### src/rtl/distributed_arithmetic_fir_top_macros.svh
// Assertion macros for the distributed-arithmetic FIR block.
// Included by the top level; no other dependencies.
`ifndef DISTRIBUTED_ARITHMETIC_FIR_TOP_MACROS_SVH
`define DISTRIBUTED_ARITHMETIC_FIR_TOP_MACROS_SVH
`ifndef SYNTHESIS
`define DAFIR_ASSERT_IMPLIES(label, clk, rst_n, ante, cons) \
    label: assert property (@(posedge clk) disable iff (!rst_n) (ante) |-> (cons)) \
        else $error("dafir assertion failed");
`define DAFIR_ASSERT_NEXT(label, clk, rst_n, ante, cons) \
    label: assert property (@(posedge clk) disable iff (!rst_n) (ante) |=> (cons)) \
        else $error("dafir assertion failed");
`else
`define DAFIR_ASSERT_IMPLIES(label, clk, rst_n, ante, cons)
`define DAFIR_ASSERT_NEXT(label, clk, rst_n, ante, cons)
`endif
`endif

### src/rtl/dafir_pkg.sv
`timescale 1ns / 1ps
// Shared types and constants for the distributed-arithmetic FIR block.
// No dependencies.
package dafir_pkg;

    typedef struct packed {
        logic               cmd;
        logic signed [31:0] sample;
        logic        [3:0]  tap_index;
        logic signed [15:0] coefficient;
    } req_word_t;

    typedef struct packed {
        logic signed [30:0] filtered;
        logic               saturated;
    } rsp_word_t;

    typedef struct packed {
        logic       valid;
        logic [4:0] plane;
        logic       last;
    } wave_ctl_t;

    typedef enum logic [1:0] {
        ST_IDLE,
        ST_RUN,
        ST_WAIT,
        ST_DONE
    } state_t;

    localparam logic CMD_PUSH = 1'b0;
    localparam logic CMD_COEF = 1'b1;

    localparam int CFG_IDX_W  = 2;
    localparam int CFG_DATA_W = 6;

    localparam logic [CFG_IDX_W-1:0] CFG_TAP_COUNT     = 2'd0;
    localparam logic [CFG_IDX_W-1:0] CFG_INPUT_BITS    = 2'd1;
    localparam logic [CFG_IDX_W-1:0] CFG_SEGMENT_COUNT = 2'd2;

    localparam logic [4:0] TAP_COUNT_RST     = 5'd16;
    localparam logic [5:0] INPUT_BITS_RST    = 6'd16;
    localparam logic [4:0] SEGMENT_COUNT_RST = 5'd4;

    localparam logic [5:0] INPUT_BITS_MIN = 6'd4;
    localparam logic [5:0] INPUT_BITS_MAX = 6'd32;
    localparam logic [4:0] SEGMENTS_MAX   = 5'd16;

    localparam logic signed [30:0] OUT_MAX = {1'b0, {30{1'b1}}};
    localparam logic signed [30:0] OUT_MIN = {1'b1, {30{1'b0}}};

endpackage

### src/rtl/distributed_arithmetic_fir_top.sv
`timescale 1ns / 1ps
// Top level of the distributed-arithmetic FIR: config registers, plane
// launcher, row of tap cells and the accumulator. Depends on dafir_pkg,
// dafir_cell, dafir_accum and the assertion macro header.
//
//   channel | direction | handshake           | word
//   req     | in        | req_valid/req_stall | dafir_pkg::req_word_t
//   rsp     | out       | rsp_valid/rsp_stall | dafir_pkg::rsp_word_t
//   cfg     | in        | cfg_we              | cfg_index, cfg_data
//
// A sample's result is built with one plane launched per cycle, each plane
// crossing the TAPS-deep cell row, then two accumulator stages, the done state
// and the output register. The next word is taken once the result is loaded
// into the output register; a coefficient write is taken while idle.
// Reset clears the line, the coefficients and the registers to defaults.
// A finished word waits in the output register while the next one is taken.
`include "distributed_arithmetic_fir_top_macros.svh"
module distributed_arithmetic_fir_top #(
    parameter int TAPS         = 16,
    parameter int COEF_BITS    = 16,
    parameter int LUT_ADDR_CAP = 12
) (
    input  logic                                  clk,
    input  logic                                  rst_n,
    input  logic                                  req_valid,
    output logic                                  req_stall,
    input  dafir_pkg::req_word_t                  req_word,
    output logic                                  rsp_valid,
    input  logic                                  rsp_stall,
    output dafir_pkg::rsp_word_t                  rsp_word,
    input  logic                                  cfg_we,
    input  logic [dafir_pkg::CFG_IDX_W-1:0]       cfg_index,
    input  logic [dafir_pkg::CFG_DATA_W-1:0]      cfg_data
);
    import dafir_pkg::*;

    localparam int NW   = $clog2(TAPS + 1);
    localparam int OFFW = (TAPS > 1) ? $clog2(TAPS) : 1;
    localparam int PSW  = COEF_BITS + NW + 1;
    localparam int ACCW = PSW + 33;
    localparam int CMAX = (1 << (COEF_BITS - 1)) - 1;
    localparam int CMIN = -(1 << (COEF_BITS - 1));

    logic [4:0] tap_count_reg;
    logic [5:0] input_bits_reg;
    logic [4:0] segment_count_reg;

    state_t     state_reg;
    state_t     state_next;
    logic [4:0] plane_reg;
    logic [4:0] plane_next;
    logic [NW-1:0] per_reg;
    logic       rsp_valid_reg;
    logic       rsp_valid_next;
    rsp_word_t  rsp_word_reg;

    logic          req_accept;
    logic          push;
    logic          coef_wr;
    logic          out_free;
    logic          load_out;
    logic          acc_done;
    rsp_word_t     acc_result;
    wave_ctl_t     launch_ctl;

    logic [NW-1:0] n_c;
    logic [4:0]    nb_m1_c;
    logic [4:0]    segs_c;
    logic [NW-1:0] per_c;
    logic [31:0]   sample_ext;
    logic          sample_sign;
    logic signed [31:0]          coef32;
    logic signed [COEF_BITS-1:0] coef_c;

    wave_ctl_t             ctl_w  [TAPS+1];
    logic [OFFW-1:0]       off_w  [TAPS+1];
    logic signed [PSW-1:0] tot_w  [TAPS+1];
    logic signed [PSW-1:0] seg_w  [TAPS+1];
    logic                  skip_w [TAPS+1];
    logic [31:0]           line_w [TAPS];

    // configuration
    always_ff @(posedge clk or negedge rst_n)
    begin
        if (!rst_n)
        begin
            tap_count_reg     <= TAP_COUNT_RST;
            input_bits_reg    <= INPUT_BITS_RST;
            segment_count_reg <= SEGMENT_COUNT_RST;
        end
        else if (cfg_we)
        begin
            case (cfg_index)
                CFG_TAP_COUNT:     tap_count_reg     <= cfg_data[4:0];
                CFG_INPUT_BITS:    input_bits_reg    <= cfg_data;
                CFG_SEGMENT_COUNT: segment_count_reg <= cfg_data[4:0];
                default:           ;
            endcase
        end
    end

    // clamped settings
    always_comb
    begin
        if (tap_count_reg == '0)
        begin
            n_c = NW'(1);
        end
        else if (int'(tap_count_reg) > TAPS)
        begin
            n_c = NW'(TAPS);
        end
        else
        begin
            n_c = NW'(tap_count_reg);
        end

        if (input_bits_reg < INPUT_BITS_MIN)
        begin
            nb_m1_c = 5'(INPUT_BITS_MIN - 6'd1);
        end
        else if (input_bits_reg > INPUT_BITS_MAX)
        begin
            nb_m1_c = 5'(INPUT_BITS_MAX - 6'd1);
        end
        else
        begin
            nb_m1_c = 5'(input_bits_reg - 6'd1);
        end

        if (segment_count_reg == '0)
        begin
            segs_c = 5'd1;
        end
        else if (segment_count_reg > SEGMENTS_MAX)
        begin
            segs_c = SEGMENTS_MAX;
        end
        else
        begin
            segs_c = segment_count_reg;
        end
        if (int'(segs_c) > int'(n_c))
        begin
            segs_c = 5'(n_c);
        end
    end

    // taps per segment: smallest k with k * segs >= n
    always_comb
    begin
        per_c = NW'(TAPS);
        for (int k = TAPS; k >= 1; k--)
        begin
            if (k * int'(segs_c) >= int'(n_c))
            begin
                per_c = NW'(k);
            end
        end
    end

    assign sample_sign = req_word.sample[nb_m1_c];

    always_comb
    begin
        for (int i = 0; i < 32; i++)
        begin
            sample_ext[i] = (5'(i) > nb_m1_c) ? sample_sign : req_word.sample[i];
        end
    end

    always_comb
    begin
        coef32 = 32'(req_word.coefficient);
        if (coef32 > CMAX)
        begin
            coef32 = CMAX;
        end
        else if (coef32 < CMIN)
        begin
            coef32 = CMIN;
        end
        coef_c = COEF_BITS'(coef32);
    end

    // handshake and control
    assign req_accept = req_valid && !req_stall;
    assign push       = req_accept && (req_word.cmd == CMD_PUSH);
    assign coef_wr    = req_accept && (req_word.cmd == CMD_COEF);
    assign out_free   = !rsp_valid_reg || !rsp_stall;

    always_comb
    begin
        state_next = state_reg;
        case (state_reg)
            ST_IDLE:
            begin
                if (push)
                begin
                    state_next = ST_RUN;
                end
            end
            ST_RUN:
            begin
                if (plane_reg == nb_m1_c)
                begin
                    state_next = ST_WAIT;
                end
            end
            ST_WAIT:
            begin
                if (acc_done)
                begin
                    state_next = ST_DONE;
                end
            end
            ST_DONE:
            begin
                if (out_free)
                begin
                    state_next = ST_IDLE;
                end
            end
            default: state_next = ST_IDLE;
        endcase
    end

    always_comb
    begin
        req_stall        = 1'b1;
        load_out         = 1'b0;
        launch_ctl.valid = 1'b0;
        launch_ctl.plane = plane_reg;
        launch_ctl.last  = (plane_reg == nb_m1_c);
        case (state_reg)
            ST_IDLE: req_stall        = 1'b0;
            ST_RUN:  launch_ctl.valid = 1'b1;
            ST_WAIT: ;
            ST_DONE: load_out         = out_free;
            default: ;
        endcase
    end

    always_comb
    begin
        plane_next = plane_reg;
        if (push)
        begin
            plane_next = '0;
        end
        else if (state_reg == ST_RUN)
        begin
            plane_next = plane_reg + 5'd1;
        end
        rsp_valid_next = rsp_valid_reg;
        if (load_out)
        begin
            rsp_valid_next = 1'b1;
        end
        else if (rsp_valid_reg && !rsp_stall)
        begin
            rsp_valid_next = 1'b0;
        end
    end

    always_ff @(posedge clk or negedge rst_n)
    begin
        if (!rst_n)
        begin
            state_reg     <= ST_IDLE;
            plane_reg     <= '0;
            per_reg       <= '0;
            rsp_valid_reg <= 1'b0;
        end
        else
        begin
            state_reg     <= state_next;
            plane_reg     <= plane_next;
            rsp_valid_reg <= rsp_valid_next;
            if (push)
            begin
                per_reg <= per_c;
            end
        end
    end

    always_ff @(posedge clk)
    begin
        if (load_out)
        begin
            rsp_word_reg <= acc_result;
        end
    end

    assign rsp_valid = rsp_valid_reg;
    assign rsp_word  = rsp_word_reg;

    // cell row
    assign ctl_w[0]  = launch_ctl;
    assign off_w[0]  = '0;
    assign tot_w[0]  = '0;
    assign seg_w[0]  = '0;
    assign skip_w[0] = 1'b0;

    for (genvar t = 0; t < TAPS; t++)
    begin : g_cell
        logic [31:0] line_src;

        if (t == 0)
        begin : g_head
            assign line_src = sample_ext;
        end
        else
        begin : g_body
            assign line_src = line_w[t-1];
        end

        dafir_cell #(
            .IDX          (t),
            .COEF_BITS    (COEF_BITS),
            .LUT_ADDR_CAP (LUT_ADDR_CAP),
            .NW           (NW),
            .OFFW         (OFFW),
            .PSW          (PSW)
        ) u_cell (
            .clk        (clk),
            .rst_n      (rst_n),
            .shift_en   (push),
            .line_in    (line_src),
            .line_out   (line_w[t]),
            .coef_we    (coef_wr),
            .coef_index (req_word.tap_index),
            .coef_in    (coef_c),
            .tap_count  (n_c),
            .per        (per_reg),
            .ctl_in     (ctl_w[t]),
            .off_in     (off_w[t]),
            .tot_in     (tot_w[t]),
            .seg_in     (seg_w[t]),
            .skip_in    (skip_w[t]),
            .ctl_out    (ctl_w[t+1]),
            .off_out    (off_w[t+1]),
            .tot_out    (tot_w[t+1]),
            .seg_out    (seg_w[t+1]),
            .skip_out   (skip_w[t+1])
        );
    end

    dafir_accum #(
        .PSW  (PSW),
        .ACCW (ACCW)
    ) u_accum (
        .clk     (clk),
        .rst_n   (rst_n),
        .clear   (push),
        .ctl_in  (ctl_w[TAPS]),
        .tot_in  (tot_w[TAPS]),
        .seg_in  (seg_w[TAPS]),
        .skip_in (skip_w[TAPS]),
        .done    (acc_done),
        .result  (acc_result)
    );

    `DAFIR_ASSERT_IMPLIES(a_done_in_wait, clk, rst_n, acc_done, state_reg == ST_WAIT)
    `DAFIR_ASSERT_NEXT(a_push_starts_run, clk, rst_n, push, state_reg == ST_RUN && plane_reg == '0)
    `DAFIR_ASSERT_IMPLIES(a_run_plane_bound, clk, rst_n, state_reg == ST_RUN, plane_reg <= nb_m1_c)
    `DAFIR_ASSERT_IMPLIES(a_sat_at_rail, clk, rst_n, rsp_valid_reg && rsp_word_reg.saturated, rsp_word_reg.filtered == OUT_MAX || rsp_word_reg.filtered == OUT_MIN)
    `DAFIR_ASSERT_NEXT(a_out_only_from_done, clk, rst_n, !rsp_valid_reg && state_reg != ST_DONE, !rsp_valid_reg)

endmodule

### src/rtl/dafir_cell.sv
`timescale 1ns / 1ps
// One tap cell: holds a line sample and a coefficient, adds its term to the
// plane word passing through. Depends on dafir_pkg.
module dafir_cell #(
    parameter int IDX          = 0,
    parameter int COEF_BITS    = 16,
    parameter int LUT_ADDR_CAP = 12,
    parameter int NW           = 5,
    parameter int OFFW         = 4,
    parameter int PSW          = 21
) (
    input  logic                         clk,
    input  logic                         rst_n,
    input  logic                         shift_en,
    input  logic [31:0]                  line_in,
    output logic [31:0]                  line_out,
    input  logic                         coef_we,
    input  logic [3:0]                   coef_index,
    input  logic signed [COEF_BITS-1:0]  coef_in,
    input  logic [NW-1:0]                tap_count,
    input  logic [NW-1:0]                per,
    input  dafir_pkg::wave_ctl_t         ctl_in,
    input  logic [OFFW-1:0]              off_in,
    input  logic signed [PSW-1:0]        tot_in,
    input  logic signed [PSW-1:0]        seg_in,
    input  logic                         skip_in,
    output dafir_pkg::wave_ctl_t         ctl_out,
    output logic [OFFW-1:0]              off_out,
    output logic signed [PSW-1:0]        tot_out,
    output logic signed [PSW-1:0]        seg_out,
    output logic                         skip_out
);
    import dafir_pkg::*;

    localparam bit IS_FIRST = (IDX == 0);

    logic [31:0]                 line_reg;
    logic signed [COEF_BITS-1:0] coef_reg;
    wave_ctl_t                   ctl_reg;
    logic [OFFW-1:0]             off_reg;
    logic signed [PSW-1:0]       tot_reg;
    logic signed [PSW-1:0]       seg_reg;
    logic                        skip_reg;

    logic [OFFW-1:0]       off_next;
    logic signed [PSW-1:0] tot_next;
    logic signed [PSW-1:0] seg_next;
    logic                  skip_next;

    logic                  active;
    logic [NW-1:0]         off_inc;
    logic [OFFW-1:0]       off_here;
    logic                  bit_hit;
    logic                  cap_hit;
    logic signed [PSW-1:0] term;
    logic signed [PSW-1:0] closed;

    assign active  = IDX < int'(tap_count);
    assign off_inc = NW'(off_in) + NW'(1);
    assign off_here = (IS_FIRST || off_inc == per) ? '0 : OFFW'(off_inc);
    assign bit_hit = line_reg[ctl_in.plane];
    assign cap_hit = bit_hit && (int'(off_here) >= LUT_ADDR_CAP);
    assign term    = bit_hit ? {{(PSW-COEF_BITS){coef_reg[COEF_BITS-1]}}, coef_reg} : '0;
    assign closed  = skip_in ? '0 : seg_in;

    always_comb
    begin
        off_next  = off_in;
        tot_next  = tot_in;
        seg_next  = seg_in;
        skip_next = skip_in;
        if (active)
        begin
            off_next = off_here;
            if (off_here == '0)
            begin
                tot_next  = tot_in + closed;
                seg_next  = term;
                skip_next = cap_hit;
            end
            else
            begin
                seg_next  = seg_in + term;
                skip_next = skip_in | cap_hit;
            end
        end
    end

    always_ff @(posedge clk or negedge rst_n)
    begin
        if (!rst_n)
        begin
            line_reg <= '0;
            coef_reg <= '0;
            ctl_reg  <= '0;
        end
        else
        begin
            if (shift_en && active)
            begin
                line_reg <= line_in;
            end
            if (coef_we && int'(coef_index) == IDX)
            begin
                coef_reg <= coef_in;
            end
            ctl_reg <= ctl_in;
        end
    end

    always_ff @(posedge clk)
    begin
        off_reg  <= off_next;
        tot_reg  <= tot_next;
        seg_reg  <= seg_next;
        skip_reg <= skip_next;
    end

    assign line_out = line_reg;
    assign ctl_out  = ctl_reg;
    assign off_out  = off_reg;
    assign tot_out  = tot_reg;
    assign seg_out  = seg_reg;
    assign skip_out = skip_reg;

endmodule

### src/rtl/dafir_accum.sv
`timescale 1ns / 1ps
// Plane accumulator: closes the last segment, weights each plane sum by its
// bit position, subtracts the sign plane and saturates. Depends on dafir_pkg.
module dafir_accum #(
    parameter int PSW  = 21,
    parameter int ACCW = 54
) (
    input  logic                  clk,
    input  logic                  rst_n,
    input  logic                  clear,
    input  dafir_pkg::wave_ctl_t  ctl_in,
    input  logic signed [PSW-1:0] tot_in,
    input  logic signed [PSW-1:0] seg_in,
    input  logic                  skip_in,
    output logic                  done,
    output dafir_pkg::rsp_word_t  result
);
    import dafir_pkg::*;

    localparam logic signed [ACCW-1:0] ACC_HI = ACCW'(OUT_MAX);
    localparam logic signed [ACCW-1:0] ACC_LO = ACCW'(OUT_MIN);

    wave_ctl_t              ctl1_reg;
    logic signed [PSW-1:0]  psum_reg;
    logic signed [PSW-1:0]  psum_next;
    logic signed [ACCW-1:0] acc_reg;
    logic signed [ACCW-1:0] acc_next;
    logic signed [ACCW-1:0] weighted;
    logic                   done_reg;

    assign psum_next = tot_in + (skip_in ? '0 : seg_in);
    assign weighted  = ACCW'(psum_reg) <<< ctl1_reg.plane;

    always_comb
    begin
        acc_next = acc_reg;
        if (clear)
        begin
            acc_next = '0;
        end
        else if (ctl1_reg.valid)
        begin
            acc_next = ctl1_reg.last ? acc_reg - weighted : acc_reg + weighted;
        end
    end

    always_ff @(posedge clk or negedge rst_n)
    begin
        if (!rst_n)
        begin
            ctl1_reg <= '0;
            acc_reg  <= '0;
            done_reg <= 1'b0;
        end
        else
        begin
            ctl1_reg <= ctl_in;
            acc_reg  <= acc_next;
            done_reg <= ctl1_reg.valid && ctl1_reg.last;
        end
    end

    always_ff @(posedge clk)
    begin
        psum_reg <= psum_next;
    end

    always_comb
    begin
        result.saturated = 1'b1;
        if (acc_reg > ACC_HI)
        begin
            result.filtered = OUT_MAX;
        end
        else if (acc_reg < ACC_LO)
        begin
            result.filtered = OUT_MIN;
        end
        else
        begin
            result.filtered  = acc_reg[30:0];
            result.saturated = 1'b0;
        end
    end

    assign done = done_reg;

endmodule
### config.mk
export PLATFORM = sky130hd
export DESIGN_NAME = distributed_arithmetic_fir_top
export DESIGN_NICKNAME = d
export VERILOG_FILES = /design/src/rtl/dafir_pkg.sv /design/src/rtl/distributed_arithmetic_fir_top.sv /design/src/rtl/dafir_cell.sv /design/src/rtl/dafir_accum.sv
export VERILOG_INCLUDE_DIRS = /design/src /design/src/rtl
export SDC_FILE = /design/constraint.sdc
export NUM_CORES = 2
export LEC_CHECK = 0
export BUFFER_PORTS_ARGS = -buffer_cell sky130_fd_sc_hd__buf_2
export CORE_ASPECT_RATIO = 0.75
export CORE_UTILIZATION = 40
export CTS_BUF_LIST = sky130_fd_sc_hd__clkbuf_8
export CTS_CLUSTER_SIZE = 24
export DETAILED_ROUTE_END_ITERATION = 16
export PLACE_DENSITY = 0.61
export SYNTH_ARGS = -nofsm -noshare
export SYNTH_HDL_FRONTEND = slang
export SYNTH_SLANG_ARGS = --single-unit
### constraint.sdc
create_clock -name clk -period 6.4 [get_ports clk]
set_clock_uncertainty 0.1 [all_clocks]
set_input_delay 1.28 -clock clk [delete_from_list [all_inputs] [get_ports clk]]
set_output_delay 1.28 -clock clk [all_outputs]
set_load 0.01 [all_outputs]
==> metrics <==
status=completed; setup slack, reg-to-reg=0.19 ns; worst-margin pin slew=1.147 ns; Pwr Total=43.70 mW; Mapped Area=0.1078 mm^2; arrival time of the worst setup path=6.93 ns; Detailed Route WL=312200 um; detailed placement HPWL=237200 um; cell count of the worst reg-to-reg path=25; fin. max-slew vios=0; total I/O pin count=100; share of cells above drive strength 1=17.57%; Num Clock Sinks=1758; Core Footprint=0.2672 mm^2; CP endpoint kind=flop; max_slew headroom=23.30%; unrepaired setup endpoints after global routing=yes; number of synthesized flops with an enable pin=32; Clock Root Buffer=clkbuf_8; top cells by area, synth=dfrtp_1 (22%), dfxtp_1 (14%), ha_1 (9.2%); largest area contributor in the netlist=dfrtp_1; cts hold-fix bufs=0; syn nets=12209; Max VDD drop=0.2266 mV; Placer Congestion=0.9246; Startpoint Class=flop; max reg flops=512; Clock Pin Slew Worst Setup and Hold Paths=0.06 ns; worst hold path class=reg2reg; Pwr Density=361.3 mW/mm^2; DRT Pass-1 Iters=6; Worst Hold Depth=0; initial DRC count=6799; die area=0.2716 mm^2; Critical Path Max Stage Delay=0.55 ns; most frequent cell after synthesis=nand2_1; Mean Syn Cell Area=9.537 um^2; CTS tree=yes; drc violations=0; max-cap violation count=0; Synth cell types=93; CP Max Fanout=7; Leakage=55.12 nW; fin area=0.1210 mm^2; final hold vios=0; leading cell types by count after synthesis=nand2_1 (1067), dfrtp_1 (969), o21ai_0 (875); synthesized flop and latch total=1758; Setup Crit Path Kind=reg2reg; fin nets=12524; Vias/cell=5.588; Initial Util=40.35%; H-tree depth reported by CTS=5; DIE HEIGHT=451.6 um; Hold WS=0.2463 ns; Routed WL per cell=20.23 um; CTS max path bufs=4; minimum clock period=6.211 ns; floorplan row count=164; fmax=161.0 MHz; first-pass GRT wire length=489900 um; Die W=601.4 um; vias in the first global route=84579; initial antenna violation count=34; Critical-path top delay cell=mux4_2; fin crit share=97.04%; CTS Buf Count=301; worst-skew pair later-pin latency=0.98 ns; sequential fraction of the synthesis area=37.46%; Yosys Warn Count=0; Req. time, crit path=7.12 ns; Final ANT Viol Nets=0; largest net degree at the start of global routing=182; gr ovfl total=0; setup violators final=0; Async SR Flop Fraction=55.29%; top_reg_cell synth=dfrtp_1; Global Route Usage Sum=22.56%; share of the synthesized area in the top cell type=22.49%; I/O Buffers=99; DR vias=86228; Layout area overhead=12.22%; Gate Count Post-Synth=11303; Post-Place Cell Area=0.1142 mm^2
timing repair:
| action | 4_1_cts | 5_1_grt |
|---|---|---|
| buffers inserted | 0 | 9 |
| endpoints found under the setup margin | 5 | 21 |
| gates cloned | 0 | 1 |
| pin swaps | 0 | 25 |
| gates resized for setup | 7 | 57 |
where the power goes:
| part | leakage, nW | switching, mW | internal (mW) | total, mW |
|---|---|---|---|---|
| logic | 32.2 | 11.0 | 7.43 | 18.5 |
| clock network | 3.61 | 4.91 | 6.07 | 11.0 |
| registers | 19.4 | 1.56 | 12.7 | 14.3 |
| total | 55.1 | 17.5 | 26.2 | 43.7 |
cells in the final DEF, fill, tap and decap left out, types with 380 or more instances in the layout:
cell type,Yosys,routed
a21oi_1,624,612
dfxtp_1,754,754
ha_1,790,789
clkbuf_8,0,380
inv_1,326,402
mux2_2,805,805
nand2_1,1067,1066
o21ai_0,875,866
nor2_1,799,783
dfrtp_1,969,965
nor2b_1,621,619
cell type report:
class | count | area [um^2]
antenna | 10 | 25.02
clock buffer | 380 | 5230
clock inverter | 157 | 1215
fill | 25272 | 146200
inverter | 327 | 1227
multi-input combinational | 8768 | 65020
sequential | 1758 | 40390
tap | 3569 | 4466
timing repair buffer | 462 | 3393
layer usage:
metal	vias up	global-route usage (%)	share of wire, %
met1	41926	33.67	49
met4	12	6.708	2.7
met3	529	3.226	5.8
met2	2522	33.60	42
li1	41239	-	-
met5	-	0	0.025
final timing paths:
path / from / to
min in group asynchronous: rst_n / g_cell[9].u_cell.coef_reg[6]
max reg2reg: u_accum.ctl1_reg[1] / u_accum.acc_reg[54]
min reg2reg: g_cell[6].u_cell.ctl_out[6] / g_cell[7].u_cell.ctl_out[6]
max: u_accum.ctl1_reg[1] / u_accum.acc_reg[54]
min: g_cell[6].u_cell.ctl_out[6] / g_cell[7].u_cell.ctl_out[6]
max in group asynchronous: rst_n / plane_reg[2]
through the flow:
stage	TNS, ns	instances	utilization [%]	setup WS [ns]
after detailed placement	-0.9090	14874	42.73	-0.3098
after CTS	0	15411	45.15	0.02354
final	0	15431	45.28	0.1892
after global placement	-1.301	14874	42.73	-0.4149
after floorplan	0	11303	-	0.007300
after global routing	-0.1873	15425	45.27	-0.06153
critical path, delay by kind of cell, from the launching register on:
family	cells	cell delay (ns)
AO/OA/AOI/OAI	14	2.48
flip-flops	1	0.51
multiplexers	1	0.55
XOR/XNOR	2	0.34
AND/OR/NAND/NOR	7	1.81
adder cells (fa/ha/maj)	1	0.30
cell families (layout without fill, tap and decap cells):
| group | after synthesis | after routing | synth area share (%) |
|---|---|---|---|
| AOI/OAI and AO/OA | 2526 | 2526 | 14.44 |
| xor gates and xnor gates | 614 | 614 | 4.989 |
| adders and majority gates | 840 | 840 | 10.10 |
| buffers and inverters | 777 | 1326 | 2.733 |
| DFF | 1758 | 1758 | 37.46 |
| muxes | 1179 | 1179 | 14.02 |
| other | 0 | 10 | 0 |
| and+or+nand+nor | 3609 | 3609 | 16.26 |
Note: power is estimated with default switching activity, not from simulation.
